### config.mk
export PLATFORM = sky130hd
export DESIGN_NAME = cpm_cell
export DESIGN_NICKNAME = d
export VERILOG_FILES = /design/src/hw/rtl/cpm_pkg.sv /design/src/hw/rtl/cpm_cell.sv
export SDC_FILE = /design/constraint.sdc
export NUM_CORES = 2
export LEC_CHECK = 0
export BUFFER_PORTS_ARGS = -buffer_cell sky130_fd_sc_hd__buf_4
export CORE_ASPECT_RATIO = 1.5
export CORE_MARGIN = 8
export CORE_UTILIZATION = 55
export CTS_CLUSTER_SIZE = 20
export DETAILED_ROUTE_END_ITERATION = 10
export PLACE_DENSITY = 0.8
export SLEW_MARGIN = 30
export SYNTH_ARGS = -nofsm -noshare
export SYNTH_HDL_FRONTEND = slang
export SYNTH_SLANG_ARGS = --single-unit
### constraint.sdc
create_clock -name clk -period 26.2 [get_ports clk]
set_input_delay 3.93 -clock clk [delete_from_list [all_inputs] [get_ports clk]]
set_output_delay 3.93 -clock clk [all_outputs]
set_load 0.03 [all_outputs]
### src/hw/rtl/cpm_pkg.sv
`timescale 1ns / 1ps

package cpm_pkg;

    localparam int MAX_TERMS  = 16;
    localparam int COEF_BITS  = 16;
    localparam int FIELD_W    = 16;
    localparam int ACC_W      = 40;
    localparam int PROD_W     = 2 * COEF_BITS + 1;
    localparam int IDX_W      = $clog2(MAX_TERMS);
    localparam int CNT_W      = IDX_W + 1;
    localparam int TOT_W      = IDX_W + 1;
    localparam int RESULT_CAP = 31;
    localparam int IDX_OUT_W  = 5;
    localparam int IN_DATA_W  = 4 * FIELD_W;
    localparam int OUT_DATA_W = 88;
    localparam int OUT_PAD    = OUT_DATA_W - 2 * ACC_W - IDX_OUT_W;

    typedef struct packed {
        logic signed [COEF_BITS-1:0] im;
        logic signed [COEF_BITS-1:0] re;
    } coef_t;

    typedef struct packed {
        logic signed [ACC_W-1:0] im;
        logic signed [ACC_W-1:0] re;
    } acc_t;

    // Control broadcast to every cell of the chain
    typedef struct packed {
        logic  clear;
        logic  adv;
        logic  shift;
        coef_t x;
    } cell_ctrl_t;

    // Take the low COEF_BITS bits of a field as a signed coefficient
    function automatic logic signed [COEF_BITS-1:0] to_coef(input logic [FIELD_W-1:0] f);
        return signed'(COEF_BITS'(f));
    endfunction

endpackage

### src/hw/rtl/cpm_cell.sv
`timescale 1ns / 1ps

module cpm_cell (
    input  logic               clk,
    input  cpm_pkg::cell_ctrl_t ctrl,
    input  logic               wr_en,
    input  logic               active,
    input  cpm_pkg::coef_t     a_in,
    input  cpm_pkg::coef_t     b_in,
    input  cpm_pkg::coef_t     b_next,
    input  cpm_pkg::acc_t      psum_in,
    output cpm_pkg::coef_t     b_out,
    output cpm_pkg::acc_t      psum_out
);
    import cpm_pkg::*;

    coef_t a_reg;
    coef_t b_reg;
    acc_t  prod_reg;
    acc_t  prod_next;
    acc_t  psum_reg;
    logic signed [PROD_W-1:0] mul_re;
    logic signed [PROD_W-1:0] mul_im;

    // One complex product per cycle against the broadcast operand
    always_comb
    begin
        mul_re = a_reg.re * ctrl.x.re - a_reg.im * ctrl.x.im;
        mul_im = a_reg.re * ctrl.x.im + a_reg.im * ctrl.x.re;
        if (active)
        begin
            prod_next.re = signed'(ACC_W'(mul_re));
            prod_next.im = signed'(ACC_W'(mul_im));
        end
        else
        begin
            prod_next = '0;
        end
    end

    always_ff @(posedge clk)
    begin
        if (wr_en)
        begin
            a_reg <= a_in;
            b_reg <= b_in;
        end
        else if (ctrl.shift)
        begin
            b_reg <= b_next;
        end

        if (ctrl.clear)
        begin
            prod_reg <= '0;
            psum_reg <= '0;
        end
        else if (ctrl.adv)
        begin
            prod_reg    <= prod_next;
            psum_reg.re <= prod_reg.re + psum_in.re;
            psum_reg.im <= prod_reg.im + psum_in.im;
        end
    end

    assign b_out    = b_reg;
    assign psum_out = psum_reg;

endmodule

# == Word-level counts from Yosys, hierarchy flattened ==
# Index checks and enable logic that the tools add are counted.
# totals
regBits,224
latch_bits,0
ramBits,0
mem_bits_ro,0
in_bits,214
output_inout_bits,112
mem_count,0
# classes
addsub,4
multipliers,4
div,0
n_lt_le_gt_ge,0
eq_ne,0
n_shift,0
mux,3
bitwise,0
reduce_logical,1
# op_table
op,n
16-bit by 16-bit multiplier with 32-bit output,4
40-bit adder,2
80-bit 2-to-1 mux,1
32-bit 2-to-1 mux,2
32-bit by 32-bit adder with 33-bit output,1
32-bit by 32-bit subtractor with 33-bit output,1
2-bit nonzero test,1

# == Depth between registers and ports, before layout ==
# depth
ltp_word,3
ltp_mapped,30

# == Worst setup path before layout ==
# OpenSTA, ideal clock, no wires.
# synth_timing
path_kind,input -> register
startpoint,in ctrl[0] (netlist bit)
endpoint,reg prod_reg[31] (netlist bit)
setup_time_ps,119
t_arrival_ps,10980
required_time_ps,26081
path_slack_ps,15101
cell_stages,28
path_buffers,1
path_cell_list,clkbuf_1 -> and2_1 -> fa_1 -> inv_1 -> fa_1 -> inv_1 -> fa_1 -> inv_1 -> fa_1 -> fa_1 -> inv_1 -> fa_1 -> fa_1 -> inv_1 -> fa_1 -> inv_1 -> ha_1 -> a21o_1 -> a21o_1 -> a221o_1 -> a31o_4 -> a311o_2 -> o31ai_4 -> a21o_1 -> o21ai_2 -> o41ai_2 -> xor2_1 -> o21ai_1
# synth_via
elab_chain_len,3
# synth_rtl
element,line,rtl
start: declaration,cpm_cell.sv:5,"input cpm_pkg::cell_ctrl_t ctrl,"
16-bit by 16-bit multiplier with 32-bit output,cpm_cell.sv:28,mul_re = a_reg.re * ctrl.x.re - a_reg.im * ctrl.x.im;
32-bit by 32-bit subtractor with 33-bit output,cpm_cell.sv:28,
80-bit 2-to-1 mux,cpm_cell.sv:30,if (active)
end signal: assignment,cpm_cell.sv:60,prod_reg <= prod_next;
end: declaration,cpm_cell.sv:19,acc_t prod_reg;
# No other way between the ends.
# A chain may end at the register's enable or synchronous reset.

# == Worst setup path in the final report ==
# layout_timing
startpoint,in ctrl[0] (netlist bit)
endpoint,reg prod_reg[78] (netlist bit)
# layout_via
elab_chain_len,3
# layout_rtl
element,line,rtl
16-bit by 16-bit multiplier with 32-bit output,cpm_cell.sv:29,mul_im = a_reg.re * ctrl.x.im + a_reg.im * ctrl.x.re;
32-bit by 32-bit adder with 33-bit output,cpm_cell.sv:29,
80-bit 2-to-1 mux,cpm_cell.sv:30,
# No other way between the ends.

==> metrics <==
status finished, violations left; failing checks antenna violations; cell taking the most area after synthesis fa_1; largest net degree at the start of global routing 66; cts repair resizes 0; CTS Hold Bufs 0; num rows 137; nets@finish 7,329; RSZ-0062 raised after global routing false; Max Cap Viol 0; area share of the largest cell type after synthesis 0.461; Congestion Overflow GR 0; die height 389 um; vias approximately 38,000; Longest Clk Path Bufs 3; gpl congestion 0.924; CP arrival 11,750 ps; clk slew on worst S/H paths ~70 ps; DRT antenna net count 1; worst path required time ~27,000 ps; CP max FO 32; max FFs per register 80; Via density approximately 5.6; cts bufs inserted 23; dpl hpwl 110 mm; register area just under 5000 um^2; Starting DRT DRC Count 2,394; fin area roughly 55,000 um^2; Routed wire per std cell roughly 20 um; min-delay worst type flip-flop to flip-flop; fraction of layout cells with a size suffix above 1 0.0839; clk root buf clkbuf_16; Setup Buffers After CTS 0; Synth area leaders fa_1 46%, inv_1 9.6%, ha_1 9.5%; Synth Cell Area 51,000 um^2; area delta synth->final 7.91%; worst clock skew 19.6 ps; setup_tns 0 ps; startpoint types input pin; Tmin final 11,330 ps; die width 265 um; Max H-tree Level 1; CP Capture Type flip-flop; dpl cell area between 50,000 and 60,000 um^2; number of remaining DRC errors 0; post-synthesis sequential area ratio 0.0949; # setup viols final 0; Worst Max-Slew Pin Slew between 900 and 1000 ps; clk sink count 210; warnings from Yosys 0; Die ar. 103,000 um^2; antenna violations before repair 4; Synth Register Bits 210; Tcrit/Tclk final 0.432; mean area per synthesized cell 9.44 um^2; FFs w/ async S/R, synth 0; Worst slew margin 0.385; Critical-path top delay cell and2_1; max-slew violations 0; Initial Util 0.551; crit-path most repeated cell fa_1; drt first pass iters 5; Core ar. 92,600 um^2; drt total wl 137 mm; Setup Crit Path Kind input pin to flip-flop; syn_nets 7,181; endpoints failing hold 0; first-pass GRT wire length 220 mm; post-synth cell types 82; io pins 326; Primary FF master, synth dfxtp_1; total track usage 0.270; vias in the first global route 42,400; CP peak stage delay slightly above 800 ps; number of synthesized flops with an enable pin 64; CTS tree built; Post-Syn Instances between 5,000 and 6,000; I/O Buffers 325; # fillers 7,697; fmax 0.0883 GHz; area of the multi-input gates 40,400 um^2; clock latency on the worst-skew pair 580 ps
kinds of logic (layout without fill, tap and decap cells):
group | after synthesis | count (layout) | synth area share
adders and majority gates | 1563 | 1563 | 0.556
buffers and inverters | 1543 | 1706 | 0.114
and+or+nand+nor | 1402 | 1402 | 0.134
AOI/OAI and AO/OA | 472 | 472 | 0.0622
DFF | 210 | 210 | 0.0949
xor gates and xnor gates | 144 | 144 | 0.0247
muxes | 70 | 70 | 0.0145
other | 0 | 8 | 0
synthesized netlist by cell type (6+ instances only):
cell,n
or3_1,10
a22oi_1,36
mux2i_1,38
a32oi_1,7
a211o_1,8
o21a_1,27
a211oi_1,16
nand4_1,6
mux2_2,32
o21ai_1,15
clkbuf_1,232
a31oi_1,18
o211ai_1,11
o21bai_1,9
or2_2,9
nor2b_1,17
a21oi_1,116
dfxtp_1,146
a21o_1,58
ha_1,388
nor2_1,192
o21ai_0,79
nand2_1,575
inv_1,1301
fa_1,1175
nand2b_1,41
nor3_1,26
buf_1,8
edfxtp_1,64
nand3_1,20
xnor2_1,88
xor2_1,56
and2_1,483
layout make-up:
type | count | area share
Multi-Input combinational cell | 3651 | 0.734
Timing Repair Buffer | 365 | 0.0500
Tap cell | 1181 | 0.0268
Inverter | 1301 | 0.0887
Antenna cell | 8 | 0.000364
Clock buffer | 29 | 0.0111
Sequential cell | 210 | 0.0880
Clock inverter | 11 | 0.00141
cell usage in the layout, fill, tap and decap left out, types with 11 or more instances in the layout:
cell,count
a21oi_1,116
a31oi_1,18
nand2_1,574
o21ai_0,79
dfxtp_1,146
nor2_1,190
o21a_1,27
nor3_1,26
o21ai_1,15
nand2b_1,41
fa_1,1175
nand3_1,20
a21o_1,58
inv_1,1299
nor2b_1,17
and2_1,483
edfxtp_1,64
ha_1,388
mux2_2,32
buf_4,363
mux2i_1,38
o211ai_1,11
xnor2_1,88
a211oi_1,16
a22oi_1,36
xor2_1,56
clkbuf_16,23
per-stage QoR:
step | utilization | std cells | hold slack (ps) | setup slack, ps
6_report | 0.595 | 6756 | 451 | 14870
5_1_grt | 0.595 | 6749 | 476 | 14500
4_1_cts | 0.595 | 6748 | 452 | 14950
3_5_place_dp | 0.587 | 6708 | 442 | 14350
3_3_place_gp | 0.587 | 6706 | 436 | 14570
2_1_floorplan | - | 5404 | 426 | 15100
layer usage:
| layer | track usage | vias to the layer above | part of all wire |
|---|---|---|---|
| li1 | - | 16400 | - |
| met1 | 0.296 | 19200 | 0.34 |
| met2 | 0.476 | 1639 | 0.51 |
| met3 | 0.0450 | 528 | 0.073 |
| met4 | 0.184 | 2 | 0.083 |
| met5 | 0 | - | 0.000081 |
worst paths after layout:
kind | from | endpoint | slack, ps | cells after the start
setup reg to reg | a_reg[31]$_DFFE_PP_ | prod_reg[78]$_SDFFE_PP0P_ | 17920 | 26
setup / recovery | ctrl[0] | prod_reg[78]$_SDFFE_PP0P_ | 14870 | 26
hold / removal | psum_out[36]$_SDFFE_PP0P_ | psum_out[36]$_SDFFE_PP0P_ | 450 | 2
hold reg to reg | psum_out[36]$_SDFFE_PP0P_ | psum_out[36]$_SDFFE_PP0P_ | 450 | 2
critical path, delay by kind of cell:
kind / cells / cell delay [ps]
buf+inv: 5 / 590
xor+xnor: 1 / 130
compound gates: 10 / 1970
fa+ha+maj: 9 / 4310
simple gates: 1 / 810
Power is left out: the tool's default activity adds up to more than one toggle a clock period on the data nets, which glitch-free logic cannot reach.
